File: config.mk
export PLATFORM = sky130hd
export DESIGN_NAME = pixel_format_converter
export DESIGN_NICKNAME = d
export VERILOG_FILES = /design/src/hw/rtl/pfc_pkg.sv /design/src/hw/rtl/pixel_format_converter.sv
export VERILOG_INCLUDE_DIRS = /design/src /design/src/hw/rtl
export SDC_FILE = /design/constraint.sdc
export NUM_CORES = 1
export LEC_CHECK = 0
export BUFFER_PORTS_ARGS = -buffer_cell sky130_fd_sc_hd__buf_2
export CAP_MARGIN = 40
export CORE_MARGIN = 2
export CORE_UTILIZATION = 59
export CTS_CLUSTER_DIAMETER = 60
export DETAILED_ROUTE_END_ITERATION = 6
export PLACE_DENSITY = 0.95
export REMOVE_ABC_BUFFERS = 1
export SLEW_MARGIN = 25
export SYNTH_ARGS = -nofsm -noshare
export SYNTH_HDL_FRONTEND = slang
export SYNTH_SLANG_ARGS = --single-unit
export TNS_END_PERCENT = 5
File: constraint.sdc
create_clock -name aclk -period 6 [get_ports aclk]
set_input_delay 0.9 -clock aclk [delete_from_list [all_inputs] [get_ports aclk]]
set_output_delay 0.9 -clock aclk [all_outputs]
set_load 0.01 [all_outputs]
File: src/hw/rtl/pixel_format_converter_macros.svh
// Assertion helpers for the pixel format converter.
`ifndef PIXEL_FORMAT_CONVERTER_MACROS_SVH
`define PIXEL_FORMAT_CONVERTER_MACROS_SVH

`ifndef ASSERT_OFF
// Same-cycle implication, checked while out of reset.
`define PFC_ASSERT_IMP(lbl, clk, rstn, ante, cons) \
    lbl: assert property (@(posedge clk) disable iff (!rstn) (ante) |-> (cons)) \
        else $error("pixel_format_converter: check failed");
// Next-cycle implication, checked while out of reset.
`define PFC_ASSERT_NXT(lbl, clk, rstn, ante, cons) \
    lbl: assert property (@(posedge clk) disable iff (!rstn) (ante) |=> (cons)) \
        else $error("pixel_format_converter: check failed");
`else
`define PFC_ASSERT_IMP(lbl, clk, rstn, ante, cons)
`define PFC_ASSERT_NXT(lbl, clk, rstn, ante, cons)
`endif

`endif

File: src/hw/rtl/pfc_pkg.sv
package pfc_pkg;

    localparam int unsigned FMT_WIDTH       = 3;
    localparam int unsigned CFG_INDEX_WIDTH = 2;
    localparam int unsigned CFG_DATA_WIDTH  = 8;

    // Format codes
    localparam logic [FMT_WIDTH-1:0] FMT_RGBA8888 = 3'd0;
    localparam logic [FMT_WIDTH-1:0] FMT_RGB888   = 3'd1;
    localparam logic [FMT_WIDTH-1:0] FMT_ARGB1555 = 3'd2;
    localparam logic [FMT_WIDTH-1:0] FMT_RGB565   = 3'd3;
    localparam logic [FMT_WIDTH-1:0] FMT_BGR888   = 3'd4;
    localparam logic [FMT_WIDTH-1:0] FMT_BGRA8888 = 3'd5;

    // Register indexes
    localparam logic [CFG_INDEX_WIDTH-1:0] REG_SOURCE_FORMAT = 2'd0;
    localparam logic [CFG_INDEX_WIDTH-1:0] REG_TARGET_FORMAT = 2'd1;

    // Byte counts
    localparam logic [2:0] BYTES_NONE = 3'd0;
    localparam logic [2:0] BYTES_TWO  = 3'd2;
    localparam logic [2:0] BYTES_THREE = 3'd3;
    localparam logic [2:0] BYTES_FOUR = 3'd4;

    typedef struct packed {
        logic [31:0] pixel_in;
        logic        last_in;
    } pfc_in_t;

    typedef struct packed {
        logic [31:0] pixel_out;
        logic [2:0]  byte_count;
        logic        unsupported;
        logic        last_out;
    } pfc_out_t;

endpackage

File: src/hw/rtl/pixel_format_converter.sv
// Pixel format converter: takes one pixel per request on the s_ channel and returns one
// converted pixel per request on the m_ channel, in order, at one pixel per clock while
// m_ready allows it. A pixel passes an input register, then the bit rearrangement selected
// by source_format and target_format, then the result register that drives m_valid and
// m_data; both registers sit behind a ready chain, so a stall on m_ready holds the pipe
// without losing a request. Pixels are little-endian, byte 0 in bits 7:0. Format codes:
// 0 RGBA8888, 1 RGB888, 2 ARGB1555, 3 RGB565, 4 BGR888, 5 BGRA8888. A pair with no
// converter (every BGRA8888 target, codes 6 and 7, and the remaining gaps of the table)
// returns pixel_out 0, byte_count 0 and unsupported 1; last_out always copies last_in.
// Registers: index 0 source_format, index 1 target_format, low 3 bits of cfg_data kept,
// other indexes ignored; cfg_ready is always high. Write them only while the pipe is empty.
`include "pixel_format_converter_macros.svh"

module pixel_format_converter (
    input  logic                                   aclk,
    input  logic                                   aresetn,
    // Configuration write channel
    input  logic                                   cfg_valid,
    output logic                                   cfg_ready,
    input  logic [pfc_pkg::CFG_INDEX_WIDTH-1:0]    cfg_index,
    input  logic [pfc_pkg::CFG_DATA_WIDTH-1:0]     cfg_data,
    // Pixel input channel
    input  logic                                   s_valid,
    output logic                                   s_ready,
    input  pfc_pkg::pfc_in_t                       s_data,
    // Converted pixel channel
    output logic                                   m_valid,
    input  logic                                   m_ready,
    output pfc_pkg::pfc_out_t                      m_data
);
    import pfc_pkg::*;

    logic [FMT_WIDTH-1:0] source_format_reg;
    logic [FMT_WIDTH-1:0] target_format_reg;

    logic     in_valid_reg;
    pfc_in_t  in_data_reg;
    logic     out_valid_reg;
    pfc_out_t out_data_reg;
    pfc_out_t out_data_next;

    logic out_free;
    logic in_advance;

    // Configuration registers: always ready, drop writes to unknown indexes.
    assign cfg_ready = 1'b1;

    always_ff @(posedge aclk) begin
        if (!aresetn) begin
            source_format_reg <= FMT_RGBA8888;
            target_format_reg <= FMT_RGBA8888;
        end else if (cfg_valid) begin
            if (cfg_index == REG_SOURCE_FORMAT) begin
                source_format_reg <= cfg_data[FMT_WIDTH-1:0];
            end else if (cfg_index == REG_TARGET_FORMAT) begin
                target_format_reg <= cfg_data[FMT_WIDTH-1:0];
            end
        end
    end

    // Ready chain: the result register frees when empty or drained this cycle; the input
    // register frees when empty or when its request advances.
    assign out_free   = !out_valid_reg || m_ready;
    assign in_advance = in_valid_reg && out_free;
    assign s_ready    = !in_valid_reg || out_free;

    always_ff @(posedge aclk) begin
        if (!aresetn) begin
            in_valid_reg <= 1'b0;
        end else if (s_ready) begin
            in_valid_reg <= s_valid;
        end
    end

    always_ff @(posedge aclk) begin
        if (s_ready && s_valid) begin
            in_data_reg <= s_data;
        end
    end

    // Conversion: pure bit rearrangement of the registered pixel.
    always_comb begin
        logic [31:0] p;
        logic [15:0] c;
        logic [7:0]  b0, b1, b2, b3;
        logic [7:0]  r5, g5, b5;
        logic [7:0]  r6, g6, b6;
        logic        ok;

        p  = in_data_reg.pixel_in;
        c  = p[15:0];
        b0 = p[7:0];
        b1 = p[15:8];
        b2 = p[23:16];
        b3 = p[31:24];
        // ARGB1555 fields shifted up, no replication
        r5 = {c[14:10], 3'b000};
        g5 = {c[9:5], 3'b000};
        b5 = {c[4:0], 3'b000};
        // RGB565 fields shifted up, no replication
        r6 = {c[15:11], 3'b000};
        g6 = {c[10:5], 2'b00};
        b6 = {c[4:0], 3'b000};

        ok                        = 1'b1;
        out_data_next.pixel_out   = '0;
        out_data_next.byte_count  = BYTES_NONE;
        out_data_next.unsupported = 1'b0;
        out_data_next.last_out    = in_data_reg.last_in;

        unique case (source_format_reg)
            FMT_RGBA8888: begin
                if (target_format_reg == FMT_RGBA8888) begin
                    out_data_next.pixel_out  = p;
                    out_data_next.byte_count = BYTES_FOUR;
                end else if (target_format_reg == FMT_RGB888) begin
                    out_data_next.pixel_out  = {8'h00, b2, b1, b0};
                    out_data_next.byte_count = BYTES_THREE;
                end else if (target_format_reg == FMT_BGR888) begin
                    out_data_next.pixel_out  = {8'h00, b0, b1, b2};
                    out_data_next.byte_count = BYTES_THREE;
                end else begin
                    ok = 1'b0;
                end
            end
            FMT_RGB888: begin
                if (target_format_reg == FMT_RGBA8888) begin
                    out_data_next.pixel_out  = {8'hFF, b2, b1, b0};
                    out_data_next.byte_count = BYTES_FOUR;
                end else if (target_format_reg == FMT_RGB888) begin
                    out_data_next.pixel_out  = {8'h00, b2, b1, b0};
                    out_data_next.byte_count = BYTES_THREE;
                end else if (target_format_reg == FMT_BGR888) begin
                    out_data_next.pixel_out  = {8'h00, b0, b1, b2};
                    out_data_next.byte_count = BYTES_THREE;
                end else begin
                    ok = 1'b0;
                end
            end
            FMT_ARGB1555: begin
                if (target_format_reg == FMT_RGBA8888) begin
                    // Replicate the top bits into the low bits of each channel.
                    out_data_next.pixel_out  = {{8{c[15]}},
                                                c[14:10], c[14:12],
                                                c[9:5], c[9:7],
                                                c[4:0], c[4:2]};
                    out_data_next.byte_count = BYTES_FOUR;
                end else if (target_format_reg == FMT_RGB888) begin
                    out_data_next.pixel_out  = {8'h00, r5, g5, b5};
                    out_data_next.byte_count = BYTES_THREE;
                end else if (target_format_reg == FMT_ARGB1555) begin
                    out_data_next.pixel_out  = {16'h0000, c};
                    out_data_next.byte_count = BYTES_TWO;
                end else if (target_format_reg == FMT_BGR888) begin
                    out_data_next.pixel_out  = {8'h00, b5, g5, r5};
                    out_data_next.byte_count = BYTES_THREE;
                end else begin
                    ok = 1'b0;
                end
            end
            FMT_RGB565: begin
                if (target_format_reg == FMT_RGB888) begin
                    out_data_next.pixel_out  = {8'h00, r6, g6, b6};
                    out_data_next.byte_count = BYTES_THREE;
                end else if (target_format_reg == FMT_ARGB1555) begin
                    // Set alpha, drop the low green bit.
                    out_data_next.pixel_out  = {16'h0000, 1'b1, c[15:6], c[4:0]};
                    out_data_next.byte_count = BYTES_TWO;
                end else if (target_format_reg == FMT_BGR888) begin
                    out_data_next.pixel_out  = {8'h00, b6, g6, r6};
                    out_data_next.byte_count = BYTES_THREE;
                end else begin
                    ok = 1'b0;
                end
            end
            FMT_BGR888: begin
                if (target_format_reg == FMT_RGBA8888) begin
                    out_data_next.pixel_out  = {8'hFF, b0, b1, b2};
                    out_data_next.byte_count = BYTES_FOUR;
                end else if (target_format_reg == FMT_RGB888) begin
                    out_data_next.pixel_out  = {8'h00, b0, b1, b2};
                    out_data_next.byte_count = BYTES_THREE;
                end else begin
                    ok = 1'b0;
                end
            end
            FMT_BGRA8888: begin
                if (target_format_reg == FMT_RGBA8888) begin
                    out_data_next.pixel_out  = {b3, b0, b1, b2};
                    out_data_next.byte_count = BYTES_FOUR;
                end else begin
                    ok = 1'b0;
                end
            end
            default: begin
                ok = 1'b0;
            end
        endcase

        // Zero the pixel and count on an unsupported pair.
        if (!ok) begin
            out_data_next.pixel_out   = '0;
            out_data_next.byte_count  = BYTES_NONE;
            out_data_next.unsupported = 1'b1;
        end
    end

    // Result register: load when the input register advances, hold while stalled.
    always_ff @(posedge aclk) begin
        if (!aresetn) begin
            out_valid_reg <= 1'b0;
        end else if (out_free) begin
            out_valid_reg <= in_valid_reg;
        end
    end

    always_ff @(posedge aclk) begin
        if (in_advance) begin
            out_data_reg <= out_data_next;
        end
    end

    assign m_valid = out_valid_reg;
    assign m_data  = out_data_reg;

    // An unsupported result carries no pixel bytes.
    `PFC_ASSERT_IMP(a_unsupported_zero, aclk, aresetn,
        out_valid_reg && out_data_reg.unsupported,
        out_data_reg.pixel_out == 32'h0 && out_data_reg.byte_count == BYTES_NONE)
    // A supported result always has a nonzero byte count.
    `PFC_ASSERT_IMP(a_supported_count, aclk, aresetn,
        out_valid_reg && !out_data_reg.unsupported,
        out_data_reg.byte_count != BYTES_NONE)
    // A request waiting in the input register with an empty result register moves on.
    `PFC_ASSERT_NXT(a_pipe_advance, aclk, aresetn,
        in_valid_reg && !out_valid_reg,
        out_valid_reg)

endmodule
# Yosys cells after proc, flatten, opt, wreduce, memory -nomap -nowiden
# Cells that the tools add are included.
[word_totals] register_bits=78 input_bits=48 out_inout_bits=40 elab_cells=58
[op_classes] eq_ne=9 mux=26 n_bitwise=1 reduce_logical=12
[op_table] op="two-way mux 27 bit" count=8
[op_table] op="two-way mux 35 bit" count=6
[op_table] op="one-hot mux 35 bit (6 select lines)" count=1
[op_table] op="two-way mux 1 bit" count=10
[op_table] op="== test 3 x 2 -> 1 bit, second input constant" count=3
[op_table] op="== test 3 bit, second input constant" count=3
[op_table] op="== test 3 x 1 -> 1 bit, second input constant" count=2
[op_table] op="zero test 3 bit" count=2
[op_table] op="one-hot mux 1 bit (5 select lines)" count=1
[op_table] op="AND reduction 3 bit" count=1
[op_table] op="== test 2 x 1 -> 1 bit, second input constant" count=1
[op_table] op="logical AND 1 bit" count=2
[op_table] op="zero test 1 bit" count=2
[op_table] op="zero test 2 bit" count=1
[op_table] op="logical OR 1 bit" count=2
[op_table] op="AND reduction 2 bit" count=1
[op_table] op="OR reduction 2 bit" count=1
[op_table] op="NOT 1 bit" count=1

# Longest topological paths before layout
[depth] depth_word=7 ltp_mapped=7 depth_no_buf=4

# Least setup slack after synthesis
# Ideal clock, no wire load.
[synth_timing] kind="input port to flip-flop" from="in m_ready" to="reg out_data_reg, in the netlist m_data[0] (enable)" setup_ps=436 arrival_ps=2639 slack_ps=2926 stages=2 path_buffers=0 cell_sequence="nor2b_1 > nor2b_1"
[synth_via] elab_chain_cells=2
[synth_rtl] element="start, declared" line_no="pixel_format_converter.sv:28" source="input logic m_ready,"
[synth_rtl] element="logical OR 1 bit" line_no="pixel_format_converter.sv:63" source="assign out_free = !out_valid_reg || m_ready;"
[synth_rtl] element="logical AND 1 bit" line_no="pixel_format_converter.sv:64" source="assign in_advance = in_valid_reg && out_free;"
[synth_rtl] element="named net in_advance" line_no="pixel_format_converter.sv:43" source="logic in_advance;"
[synth_rtl] element="end signal, assigned" line_no="pixel_format_converter.sv:219" source="out_data_reg <= out_data_next;"
[synth_rtl] element="end, declared" line_no="pixel_format_converter.sv:39" source="pfc_out_t out_data_reg;"
# The timed path passes the listed nets, and every way through them passes these cells.
# A chain may end at the register's enable or synchronous reset.

# Worst setup path after layout
[layout_timing] from="in m_ready" to="out s_ready"
[layout_via] elab_chain_cells=2
[layout_rtl] element="logical OR 1 bit" line_no="pixel_format_converter.sv:63"
[layout_rtl] element="logical OR 1 bit" line_no="pixel_format_converter.sv:65" source="assign s_ready = !in_valid_reg || out_free;"
[layout_rtl] element="end, declared" line_no="pixel_format_converter.sv:24" source="output logic s_ready,"
# Every way passes these cells.

==> impl_metrics.env <==
export IMPL_antenna_cells=0
export IMPL_clk_pin_slew_worst_paths_ps=90
export IMPL_largest_register_ffs=37
export IMPL_wirelength_um=9940
export IMPL_grt_usage_pct=27.2
export IMPL_die_x_um=86.5
export IMPL_rows=30
export IMPL_critPathMaxFanout=4
export IMPL_ios=88
export IMPL_synth_edf_count=70
export IMPL_setup_viol=0
export IMPL_drc=0
export IMPL_yosys_top_cells_area="edfxtp_1, dfxtp_1, a21oi_1"
export IMPL_first_global_vias=3022
export IMPL_power_density_mw_per_mm2=263
export IMPL_core_area_mm2=0.00668
export IMPL_dp_hpwl_um=6730
export IMPL_ys_seq_area_share_pct=56.3
export IMPL_post_route_min_period_ps=2470
export IMPL_via_count=3350
export IMPL_ys_types=60
export IMPL_routedWlPerCell_um=19.5
export IMPL_clock_sinks=78
export IMPL_hold_ws_ps=427
export IMPL_ctsRootBufferMaster="clkbuf_8"
export IMPL_cts_resized=0
export IMPL_period_share_pct=41.2
export IMPL_critPathArrivalTime_ps=1570
export IMPL_cts_tree="done"
export IMPL_critPathLaunchType="input pin"
export IMPL_post_cts_setup_buffer_count=0
export IMPL_fin_skew_ps=16.2
export IMPL_drive_gt1_share_pct=28.0
export IMPL_maxSlewViolCount=0
export IMPL_hold_class="flip-flop to flip-flop"
export IMPL_setup_ws_ps=3530
export IMPL_cts_path_max_buffers=2
export IMPL_timing_slew_headroom_pct=46.9
export IMPL_synth_top_area_share_pct=52.3
export IMPL_drtPass1Iterations=5
export IMPL_syn_to_final_growth_pct=15.8
export IMPL_drv_cap=0
export IMPL_peakVddDrop_mv=0.232
export IMPL_worst_setup_path_end_kind="primary output"
export IMPL_status="finished clean"
export IMPL_synth_largest_area_cell="edfxtp_1"
export IMPL_die_area_mm2=0.00748
export IMPL_utilization_pct=69.6
export IMPL_ys_async_sr_fraction_pct=0
export IMPL_max_freq_mhz=404
export IMPL_yosysMostFrequentCell="edfxtp_1"
export IMPL_syn_instance_count=352
export IMPL_drtIter0Drc=380
export IMPL_grt_start_max_net_pins=38
export IMPL_critPathKind="input pin to primary output"
export IMPL_antenna_found_initial=0
export IMPL_hold_buffers=0
export IMPL_io_buffers=81
export IMPL_grt_pass1_wl_um=15400
export IMPL_rsz0062_at_grt="no"
export IMPL_detail_route_antenna_nets=0
export IMPL_place_ws_ps=3530
export IMPL_syn_avg_cell_area_um2=11.4
export IMPL_ys_seq_elements=78
export IMPL_routed_via_density=6.58
export IMPL_yosys_top_cells_count="edfxtp_1, a21oi_1, o21ai_0"
export IMPL_required_ps=5100
export IMPL_floorplan_initialDensity_pct=60.1
export IMPL_synth_ff_type="edfxtp_1"
export IMPL_tns_ps=0
export IMPL_place_congestion=0.939
export IMPL_worstMarginPinSlew_ps=789
export IMPL_hold_viol=0
export IMPL_overflow=0
export IMPL_clk_latency_ps=350
export IMPL_cts_buffers_inserted=9
export IMPL_htreeDepth=3
export IMPL_synth_area_mm2=0.00402
export IMPL_die_h_um=86.5
export IMPL_leakagePower_nw=1.81
export IMPL_layout_nets=472
export IMPL_ys_warn_count=0
## through the flow
step	instances	instance area, um2	power [mW]
3_5_place_dp	491	4420	0.811
2_1_floorplan	324	3840	0.747
3_3_place_gp	488	4370	0.801
6_report	509	4650	1.22
4_1_cts	507	4630	1.22
5_1_grt	509	4650	1.27
## power breakdown
part | switching [mW] | internal, mW | total (mW)
combinational | 0.0858 | 0.0636 | 0.149
clock | 0.187 | 0.234 | 0.420
sequential | 0.0234 | 0.631 | 0.655
total | 0.296 | 0.929 | 1.22
## metal layers
metal,up-vias,wire length (um),share of wire (%),track usage (%)
met5,-,0,0,0
met4,0,223,2.2,10.8
met3,30,909,9.1,7.14
met2,226,4850,49,42.2
met1,1594,3960,40,36.9
li1,1500,-,-,-
## worst paths after layout
kind	depth (start not counted)	to	startpoint	slack [ps]
worst max-delay path	4	s_ready	m_ready	3530
worst min-delay path	0	m_data[0]$_DFFE_PP_	in_data_reg[0]$_DFFE_PP_	430
worst max register to register	5	m_data[9]$_SDFFCE_PN0P_	target_format_reg[0]$_SDFFE_PN0P_	3660
worst min register to register	0	m_data[0]$_DFFE_PP_	in_data_reg[0]$_DFFE_PP_	430
## cell families after synthesis
| kind of cell | after synthesis | share of synthesized area (%) |
|---|---|---|
| flip-flops | 78 | 56.3 |
| AO/OA/AOI/OAI | 121 | 21.2 |
| other | 1 | 0.0934 |
| AND/OR/NAND/NOR | 109 | 15.6 |
| buffers and inverters | 37 | 5.26 |
| multiplexers | 6 | 1.53 |
## worst max-delay path: stages
cell and delay (ps):
buf_2 100, nor2b_1 300, nand2_1 120, buf_2 150
## cells in the final DEF (no fill, tap or decap), types with 3 or more instances in the layout
cell type  synthesis  layout
a21o_1             4       4
inv_1              9       9
dfxtp_1            8       8
a221o_1            6       6
o21ai_1            4       4
nor2b_1           14      13
buf_2             13      81
nand3b_1           8       8
a22o_1             6       6
a22o_2             3       3
o21bai_1           8       8
nor2_1            18      18
o21ai_0           24      24
buf_4              4       5
o21a_1             3       3
a22oi_1            8       8
nand2b_1          15      15
nand3_1           10      10
edfxtp_1          70      70
a32oi_1           10      10
and3_1             5       5
nand2_1           19      19
mux2i_1            5       5
clkbuf_8           1       9
nor3_1             3       3
a21oi_1           26      26
a31oi_1            4       4
## cell type report
class | count | area (um2)
sequential | 78 | 2260
fill | 505 | 2030
multi-input combinational | 237 | 1550
timing repair buffer | 89 | 489
clock buffer | 10 | 128
tap | 80 | 100
clock inverter | 6 | 86.3
inverter | 9 | 33.8
No activity file was read; power rests on OpenSTA's default activity.
